### config.mk
export PLATFORM = sky130hd
export DESIGN_NAME = icmp4_to_icmp6_header_translate_top
export DESIGN_NICKNAME = d
export VERILOG_FILES = /design/src/rtl/i46_pkg.sv /design/src/rtl/icmp4_to_icmp6_header_translate_top.sv
export VERILOG_INCLUDE_DIRS = /design/src /design/src/rtl
export SDC_FILE = /design/constraint.sdc
export NUM_CORES = 1
export LEC_CHECK = 0
export CELL_PAD_IN_SITES_DETAIL_PLACEMENT = 1
export CELL_PAD_IN_SITES_GLOBAL_PLACEMENT = 1
export CORE_UTILIZATION = 45
export CTS_CLUSTER_SIZE = 28
export DETAILED_ROUTE_END_ITERATION = 7
export DONT_BUFFER_PORTS = 1
export PLACE_DENSITY_LB_ADDON = 0.15
export SKIP_CTS_REPAIR_TIMING = 1
export SYNTH_ARGS = -nofsm -noshare
export SYNTH_HDL_FRONTEND = slang
export SYNTH_SLANG_ARGS = --single-unit
### constraint.sdc
create_clock -name clk -period 8.8 [get_ports clk]
set_input_delay 0.44 -clock clk [delete_from_list [all_inputs] [get_ports clk]]
set_output_delay 0.44 -clock clk [all_outputs]
set_load 0.02 [all_outputs]
### src/rtl/icmp4_to_icmp6_header_translate_top_assert.svh
// ----------------------------------------------------------------------------
// icmp4_to_icmp6_header_translate_top_assert.svh
// Assertion macros used by the ICMP translation top module.
// ----------------------------------------------------------------------------
`ifndef ICMP4_TO_ICMP6_HEADER_TRANSLATE_TOP_ASSERT_SVH
`define ICMP4_TO_ICMP6_HEADER_TRANSLATE_TOP_ASSERT_SVH

// Same-cycle implication, disabled while reset is asserted.
`define I46_ASSERT_IMP(label, clk, rst_n, ante, cons, msg) \
	label: assert property (@(posedge clk) disable iff (!rst_n) (ante) |-> (cons)) \
		else $error(msg);

// Next-cycle implication, disabled while reset is asserted.
`define I46_ASSERT_NXT(label, clk, rst_n, ante, cons, msg) \
	label: assert property (@(posedge clk) disable iff (!rst_n) (ante) |=> (cons)) \
		else $error(msg);

`endif

### src/rtl/i46_pkg.sv
// ----------------------------------------------------------------------------
// i46_pkg
// Types, message codes and the pointer table for ICMPv4 to ICMPv6 translation.
// ----------------------------------------------------------------------------
`timescale 1ns / 1ps
`default_nettype none

package i46_pkg;

	// Configuration port
	localparam int CFG_IDX_W  = 1;
	localparam int CFG_DATA_W = 16;

	typedef enum logic [CFG_IDX_W-1:0] {
		CFG_FALLBACK_MTU = 1'b0,
		CFG_IPV6_MIN_MTU = 1'b1
	} cfg_idx_t;

	localparam logic [15:0] FALLBACK_MTU_RST = 16'd1000;
	localparam logic [15:0] IPV6_MIN_MTU_RST = 16'd1280;

	// Header sizes
	localparam logic [15:0] IPV4_HDR_LEN = 16'd20;
	localparam logic [15:0] IPV6_HDR_LEN = 16'd40;
	localparam logic [31:0] MTU_ADJUST   = 32'd20;

	// ICMPv4 types
	localparam logic [7:0] ICMP4_PING_REPLY   = 8'd0;
	localparam logic [7:0] ICMP4_DEST_UNREACH = 8'd3;
	localparam logic [7:0] ICMP4_PING_REQ     = 8'd8;
	localparam logic [7:0] ICMP4_TIME_EXCEED  = 8'd11;
	localparam logic [7:0] ICMP4_PARAM_PROB   = 8'd12;

	// ICMPv4 destination unreachable codes
	localparam logic [7:0] UNR4_NET         = 8'd0;
	localparam logic [7:0] UNR4_HOST        = 8'd1;
	localparam logic [7:0] UNR4_PROTO       = 8'd2;
	localparam logic [7:0] UNR4_PORT        = 8'd3;
	localparam logic [7:0] UNR4_FRAG_NEEDED = 8'd4;
	localparam logic [7:0] UNR4_SRC_ROUTE   = 8'd5;
	localparam logic [7:0] UNR4_NET_UNKNOWN = 8'd6;
	localparam logic [7:0] UNR4_HOST_UNKN   = 8'd7;
	localparam logic [7:0] UNR4_ISOLATED    = 8'd8;
	localparam logic [7:0] UNR4_NET_PROHIB  = 8'd9;
	localparam logic [7:0] UNR4_HOST_PROHIB = 8'd10;
	localparam logic [7:0] UNR4_NET_TOS     = 8'd11;
	localparam logic [7:0] UNR4_HOST_TOS    = 8'd12;
	localparam logic [7:0] UNR4_ADMIN       = 8'd13;
	localparam logic [7:0] UNR4_PREC_CUTOFF = 8'd15;

	// ICMPv4 parameter problem codes
	localparam logic [7:0] PP4_POINTER    = 8'd0;
	localparam logic [7:0] PP4_BAD_LENGTH = 8'd2;

	// ICMPv6 types
	localparam logic [7:0] ICMP6_DEST_UNREACH = 8'd1;
	localparam logic [7:0] ICMP6_PKT_TOO_BIG  = 8'd2;
	localparam logic [7:0] ICMP6_TIME_EXCEED  = 8'd3;
	localparam logic [7:0] ICMP6_PARAM_PROB   = 8'd4;
	localparam logic [7:0] ICMP6_PING_REQ     = 8'd128;
	localparam logic [7:0] ICMP6_PING_REPLY   = 8'd129;

	// ICMPv6 codes
	localparam logic [7:0] UNR6_NO_ROUTE    = 8'd0;
	localparam logic [7:0] UNR6_ADMIN       = 8'd1;
	localparam logic [7:0] UNR6_PORT        = 8'd4;
	localparam logic [7:0] PTB6_CODE        = 8'd0;
	localparam logic [7:0] PP6_HDR_FIELD    = 8'd0;
	localparam logic [7:0] PP6_NEXT_HEADER  = 8'd1;

	// Pointer with no IPv6 counterpart
	localparam logic [7:0] PTR_NONE = 8'hff;

	typedef struct packed {
		logic [7:0]  icmp_type;
		logic [7:0]  icmp_code;
		logic [31:0] rest_word;
		logic [7:0]  ip_tos;
		logic [7:0]  ip_ttl;
		logic [15:0] ip_total_length;
	} i46_req_t;

	typedef struct packed {
		logic        drop;
		logic [7:0]  icmp6_type;
		logic [7:0]  icmp6_code;
		logic [31:0] new_rest_word;
		logic [7:0]  traffic_class;
		logic [7:0]  hops;
		logic [15:0] pay_len;
		logic        truncated;
	} i46_res_t;

	// IPv4 header byte offset to IPv6 header byte offset; anything past the
	// 20-byte header, or with no counterpart, yields PTR_NONE.
	function automatic logic [7:0] ptr_map(input logic [7:0] p);
		logic [7:0] m;
		case (p)
			8'd0:    m = 8'd0;
			8'd1:    m = 8'd1;
			8'd2:    m = 8'd4;
			8'd3:    m = 8'd4;
			8'd8:    m = 8'd7;
			8'd9:    m = 8'd6;
			8'd12:   m = 8'd8;
			8'd13:   m = 8'd8;
			8'd14:   m = 8'd8;
			8'd15:   m = 8'd8;
			8'd16:   m = 8'd24;
			8'd17:   m = 8'd24;
			8'd18:   m = 8'd24;
			8'd19:   m = 8'd24;
			default: m = PTR_NONE;
		endcase
		return m;
	endfunction

endpackage

`default_nettype wire

### src/rtl/icmp4_to_icmp6_header_translate_top.sv
// ----------------------------------------------------------------------------
// icmp4_to_icmp6_header_translate_top
// Stateless ICMPv4 to ICMPv6 header translation, one per clock unless stalled.
// ----------------------------------------------------------------------------
// Each request carries an ICMPv4 type, code and rest word with the outer TOS,
// TTL and total length; each gives exactly one result, held in the input
// register and then the result register. Unless res_stall holds both, a new
// request is taken every cycle: the block is an input register and a result
// register with the whole translation (a 32-bit add, a 17-bit compare and the
// pointer table) between them, so unstalled throughput is one request per
// cycle and stalls only back up from res_stall. Dropped messages return drop
// set and every other field zero. The user must write the MTU registers
// through cfg_we only while no request is in flight; it is not enforced.
`timescale 1ns / 1ps
`default_nettype none
`include "icmp4_to_icmp6_header_translate_top_assert.svh"

module icmp4_to_icmp6_header_translate_top (
	input  wire logic                            clk,
	input  wire logic                            arst_n,
	input  wire logic                            cfg_we,
	input  wire logic [i46_pkg::CFG_IDX_W-1:0]   cfg_index,
	input  wire logic [i46_pkg::CFG_DATA_W-1:0]  cfg_wdata,
	input  wire logic                            req_valid,
	output      logic                            req_stall,
	input  wire i46_pkg::i46_req_t               req,
	output      logic                            res_valid,
	input  wire logic                            res_stall,
	output      i46_pkg::i46_res_t               res
);
	import i46_pkg::*;

	logic [15:0] fallback_mtu_q;
	logic [15:0] ipv6_min_mtu_q;

	i46_req_t req_s1;
	logic     valid_s1;
	i46_res_t res_s2;
	logic     valid_s2;
	logic     adv_s1;
	logic     acc_req;

	i46_res_t res_c;
	logic     drop_c;
	logic [7:0]  type_c;
	logic [7:0]  code_c;
	logic [31:0] rest_c;
	logic [7:0]  ptr_c;
	logic [16:0] ipv6_len_c;
	logic        trunc_c;
	logic [15:0] plen_c;

	// Configuration registers
	always_ff @(posedge clk or negedge arst_n) begin
		if (!arst_n) begin
			fallback_mtu_q <= FALLBACK_MTU_RST;
			ipv6_min_mtu_q <= IPV6_MIN_MTU_RST;
		end else if (cfg_we) begin
			case (cfg_idx_t'(cfg_index))
				CFG_FALLBACK_MTU: fallback_mtu_q <= cfg_wdata;
				CFG_IPV6_MIN_MTU: ipv6_min_mtu_q <= cfg_wdata;
				default: ;
			endcase
		end
	end

	// Handshake: stage 1 moves on when the result register is free or drains
	assign adv_s1    = valid_s1 && (!valid_s2 || !res_stall);
	assign req_stall = valid_s1 && !adv_s1;
	assign acc_req   = req_valid && !req_stall;

	always_ff @(posedge clk or negedge arst_n) begin
		if (!arst_n) begin
			valid_s1 <= 1'b0;
		end else if (!req_stall) begin
			valid_s1 <= req_valid;
		end
	end

	always_ff @(posedge clk) begin
		if (acc_req) begin
			req_s1 <= req;
		end
	end

	// Type and code mapping
	always_comb begin
		drop_c = 1'b0;
		type_c = '0;
		code_c = '0;
		rest_c = req_s1.rest_word;
		ptr_c  = ptr_map(req_s1.rest_word[31:24]);
		case (req_s1.icmp_type)
			ICMP4_PING_REPLY: begin
				type_c = ICMP6_PING_REPLY;
				code_c = req_s1.icmp_code;
			end
			ICMP4_PING_REQ: begin
				type_c = ICMP6_PING_REQ;
				code_c = req_s1.icmp_code;
			end
			ICMP4_DEST_UNREACH: begin
				if (req_s1.icmp_code inside {UNR4_NET, UNR4_HOST, UNR4_SRC_ROUTE,
						UNR4_NET_UNKNOWN, UNR4_HOST_UNKN, UNR4_ISOLATED,
						UNR4_NET_TOS, UNR4_HOST_TOS}) begin
					type_c = ICMP6_DEST_UNREACH;
					code_c = UNR6_NO_ROUTE;
				end else if (req_s1.icmp_code inside {UNR4_NET_PROHIB,
						UNR4_HOST_PROHIB, UNR4_ADMIN, UNR4_PREC_CUTOFF}) begin
					type_c = ICMP6_DEST_UNREACH;
					code_c = UNR6_ADMIN;
				end else if (req_s1.icmp_code == UNR4_PORT) begin
					type_c = ICMP6_DEST_UNREACH;
					code_c = UNR6_PORT;
				end else if (req_s1.icmp_code == UNR4_PROTO) begin
					type_c = ICMP6_PARAM_PROB;
					code_c = PP6_NEXT_HEADER;
				end else if (req_s1.icmp_code == UNR4_FRAG_NEEDED) begin
					// MTU grows by the header size difference; zero means unknown
					type_c = ICMP6_PKT_TOO_BIG;
					code_c = PTB6_CODE;
					rest_c = (req_s1.rest_word != '0) ? req_s1.rest_word + MTU_ADJUST
						: {16'd0, fallback_mtu_q};
				end else begin
					drop_c = 1'b1;
				end
			end
			ICMP4_TIME_EXCEED: begin
				type_c = ICMP6_TIME_EXCEED;
				code_c = req_s1.icmp_code;
			end
			ICMP4_PARAM_PROB: begin
				// pointer past the IPv4 header or without counterpart drops
				if ((req_s1.icmp_code == PP4_POINTER || req_s1.icmp_code == PP4_BAD_LENGTH)
						&& ptr_c != PTR_NONE) begin
					type_c = ICMP6_PARAM_PROB;
					code_c = PP6_HDR_FIELD;
					rest_c = {24'd0, ptr_c};
				end else begin
					drop_c = 1'b1;
				end
			end
			default: drop_c = 1'b1;
		endcase
	end

	// Length and truncation
	always_comb begin
		ipv6_len_c = {1'b0, req_s1.ip_total_length} + {1'b0, IPV4_HDR_LEN};
		trunc_c    = ipv6_len_c > {1'b0, ipv6_min_mtu_q};
		if (trunc_c) begin
			plen_c = (ipv6_min_mtu_q >= IPV6_HDR_LEN) ? ipv6_min_mtu_q - IPV6_HDR_LEN : '0;
		end else begin
			plen_c = (req_s1.ip_total_length >= IPV4_HDR_LEN)
				? req_s1.ip_total_length - IPV4_HDR_LEN : '0;
		end
	end

	// Result assembly; a dropped message clears every other field
	always_comb begin
		res_c = '0;
		res_c.drop = drop_c;
		if (!drop_c) begin
			res_c.icmp6_type     = type_c;
			res_c.icmp6_code     = code_c;
			res_c.new_rest_word  = rest_c;
			res_c.traffic_class  = req_s1.ip_tos;
			res_c.hops           = req_s1.ip_ttl;
			res_c.pay_len        = plen_c;
			res_c.truncated      = trunc_c;
		end
	end

	// Result register
	always_ff @(posedge clk or negedge arst_n) begin
		if (!arst_n) begin
			valid_s2 <= 1'b0;
		end else if (!valid_s2 || !res_stall) begin
			valid_s2 <= valid_s1;
		end
	end

	always_ff @(posedge clk) begin
		if (adv_s1) begin
			res_s2 <= res_c;
		end
	end

	assign res_valid = valid_s2;
	assign res       = res_s2;

	// Checks
	`I46_ASSERT_IMP(a_drop_clears, clk, arst_n, res_valid && res.drop,
		(res.icmp6_type == '0) && (res.new_rest_word == '0) && (res.pay_len == '0)
		&& !res.truncated, "dropped result carries non-zero fields")
	`I46_ASSERT_NXT(a_no_repeat, clk, arst_n, res_valid && !res_stall && !adv_s1,
		!res_valid, "result delivered twice")
	`I46_ASSERT_IMP(a_full_stalls, clk, arst_n, valid_s1 && valid_s2 && res_stall,
		req_stall, "request taken while both stages are held")
	`I46_ASSERT_NXT(a_accept_fills, clk, arst_n, acc_req, valid_s1,
		"accepted request lost before stage 1")

endmodule

`default_nettype wire

==> reports/results.txt <==
NetSw - 590 uW
Iteration-0 DRC count of the detailed router - 366
Reg2reg setup slack - 5.12 ns
Register Area - 5730 sq um
Post-Route Setup TNS - 0 ns
Reg2reg path depth - 12
Yosys top cell by area - edfxtp_1
Antenna violations before repair - 5
Initial Util - 45.8%
Sequential element share of the synthesized area - 59.7%
CP most frequent cell - nand3_1
WP buf/inv - 1
Total Wirelength - 24500 um
Status - complete, no violations
Crit path DAT - 3.87 ns
Max-Slew Margin vs Limit - 16.1%
Setup-failing EPs final - 0
Slowest-stage cell, CP - nor4b_1
Cell Area, Synth - 9590 sq um
Layout filler cell count - 2169
Max clock buf depth - 2
Sw Ratio - 27.1%
Required time worst endpoint - 8.98 ns
Fmax - 271 MHz
Initial DRT Pass Iterations - 5
Register share of total power - 54.8%
Met2 wire len - 11400 um
Dominant synthesized flop cell - edfxtp_1
DR vias - 6314
Top cells by area, synth - edfxtp_1 (49%), dfrtp_1 (6.8%), mux2_2 (6.0%)
Number of max-cap violations - 0
Hpwl dp - 17700 um
Syn Inst Count - 779
Yosys warnings - 0
TritonCTS buffer count - 17
DR WL met3 - 2270 um
Most numerous cell in the Yosys netlist - edfxtp_1
GRT Util Overall - 22.8%
Clock Tree Root - clkbuf_16
Min Tclk post-route - 3.68 ns
Final period utilization - 41.9%
Xor and xnor area share after synthesis - 3.84%
Post-placement cell count - 1023
Nets - 894
Hold Path Class - in -> reg
Worst setup skew after layout - 0.0127 ns
Post-synthesis cell type count - 72
Core Area - 21000 sq um
CP max stage delay - 0.72 ns
Met1 wire length - 10400 um
Clock transition at path regs - 0.08 ns
Hold Worst Slack - 0.0881 ns
Syn avg cell area - 12.3 sq um
Crit Path Class - reg -> reg
P_leak - 3.77 nW
Final std cells w/o fill - 1063
Antenna viol nets, final - 0
Clk sink count - 198
Synth-to-Final Area Change - 9.01%
Die X - 148 um
CP delay by family, top - simple AND/OR/NAND/NOR gates
DR DRC count - 0
Worst r2r dst - res[10]
Main combinational cell family by area after synthesis - simple AND/OR/NAND/NOR gates
Total global routing overflow - 0
Pwr per Cell Area - 209 nW/um^2
Hold path startpoint - req[7]
H-tree levels - 4
Synth top cells by count - edfxtp_1 (158), nor2_1 (56), mux2_2 (51)
Full die area - 21900 sq um
Placer Congestion - 0.838
Compound-gate portion of the synthesized area - 9.01%
Nature of the critical path endpoint - register
Pint - 1.59 mW
Comb pwr share - 9.4%
TritonCTS clock tree - done
Share of cells above drive strength 1 - 14.7%
Worst skew pair latency - 0.44 ns
Wire per inst - 23.1 um
Number of flops mapped to enable cells by yosys - 158
Clk pwr share - 35.8%
RSZ-0062 raised after global routing - no
Post-synthesis adder-cell area fraction - 3.00%
Area of the multi-input gates - 3600 sq um
Maximum VDD drop - 0.000125 V
CP startpoint kind - register
Slew Viols, Final - 0
Highest routed metal layer - met5
Largest net degree at the start of global routing - 49
Worst-path cell chain - a21oi_1 > nor4b_1 > nand3_1 > xnor2_1 > ha_1 > nand3_1 > nor2_1 > mux2i_1 > o21ai_0 > o311ai_2 > buf_4 > mux2_2
Hold Path End - req_s1[7]
Simple logic cell fraction of the synthesized area - 14.9%
Port Buffers - 0
DR vias/cell - 5.94
Vias in the first global route - 6489
# rows - 53
Synthesis-stage register bit count - 198
Worst R2R Start - req_s1[4]
Number of hold violations in the final report - 0
Top-area cell type share of the netlist area - 49.5%
Number of I/O pins - 186
Global-route wire length before repair - 37500 um
Worst hold stages - 0
Synth async-reset ratio - 17.2%
Die Height - 148 um
Tightest Pin Transition - 1.26 ns
Maximum fanout along the worst path - 17
Multiplexer share of the synthesized area - 6.51%
-- worst max path at each step --
stage / slack (ns) / end / cells after the start / startpoint
2_1_floorplan: 2.00 / res[0] / 1 / res_valid
3_3_place_gp: 5.27 / res[10] / 13 / req_s1[2]
3_5_place_dp: 5.18 / res[1] / 12 / req_s1[2]
4_1_cts: 5.14 / res[51] / 7 / req_s1[69]
5_1_grt: 4.87 / res[10] / 12 / req_s1[2]
6_report: 5.12 / res[10] / 12 / req_s1[4]
-- state kept, by name, summed over array words and instances, names as in the netlist, named ones only --
name	cells
ipv6_min_mtu_q	16
fallback_mtu_q	16
res_valid	1
valid_s1	1
req_s1	80
res	78
-- final cells by class --
cell class              count  share of cell area (%)
inverters                  31                    1.12
diodes                      6                   0.144
repair buffers              6                   0.574
clock inverters            14                    1.53
flip-flops and latches    198                    54.8
clock buffers              18                    4.10
multi-input cells         515                    34.5
well taps                 275                    3.29
-- cells by family after synthesis --
group,after synthesis
flip-flops,198
AND/OR/NAND/NOR,257
buffers and inverters,69
XOR/XNOR,42
adder cells (fa/ha/maj),23
other,1
multiplexers,56
AO/OA/AOI/OAI,133
-- placed cells by master (no fill, tap or decap), types with 8 or more instances in the layout --
cell type	count
xor2_1	11
a31oi_1	13
nand4_1	13
dfstp_2	8
nand3_1	26
nor2_1	56
and2_1	8
edfxtp_1	158
dfrtp_1	26
a21oi_1	36
nand2_1	45
and3_1	28
nor3_1	20
xnor2_1	31
mux2_2	51
ha_1	23
clkbuf_16	17
nor4_1	12
inv_1	30
o21ai_0	31
-- stage by stage --
step	power [mW]	utilization, %	setup slack, ns	area (sq um)
4_1_cts	2.19	49.7	5.14	10400
3_3_place_gp	1.40	46.9	5.27	9820
6_report	2.18	49.9	5.12	10500
3_5_place_dp	1.42	46.9	5.18	9820
2_1_floorplan	1.35	-	2.00	9600
5_1_grt	2.26	49.9	4.87	10500
-- power by group through the flow --
stage	sequential (mW)	combinational, mW	clock (mW)
2_1_floorplan	1.19	0.163	0
3_3_place_gp	1.21	0.191	0
3_5_place_dp	1.22	0.200	0
4_1_cts	1.20	0.203	0.794
5_1_grt	1.21	0.230	0.825
6_report	1.20	0.206	0.780
-- per-layer routing --
metal	global-route usage, %	vias to the layer above
li1	-	2906
met4	7.22	2
met1	29.6	3138
met2	35.3	235
met3	8.46	33
met5	0	-
-- worst reg2reg max path, cell delays in order (launching register included) --
cell and delay (ns):
edfxtp_1 0.49, a21oi_1 0.14, nor4b_1 0.72, nand3_1 0.19, xnor2_1 0.18, ha_1 0.30, nand3_1 0.13, nor2_1 0.16
mux2i_1 0.18, o21ai_0 0.13, o311ai_2 0.09, buf_4 0.31, mux2_2 0.39
(Power assumes the default switching activity.)
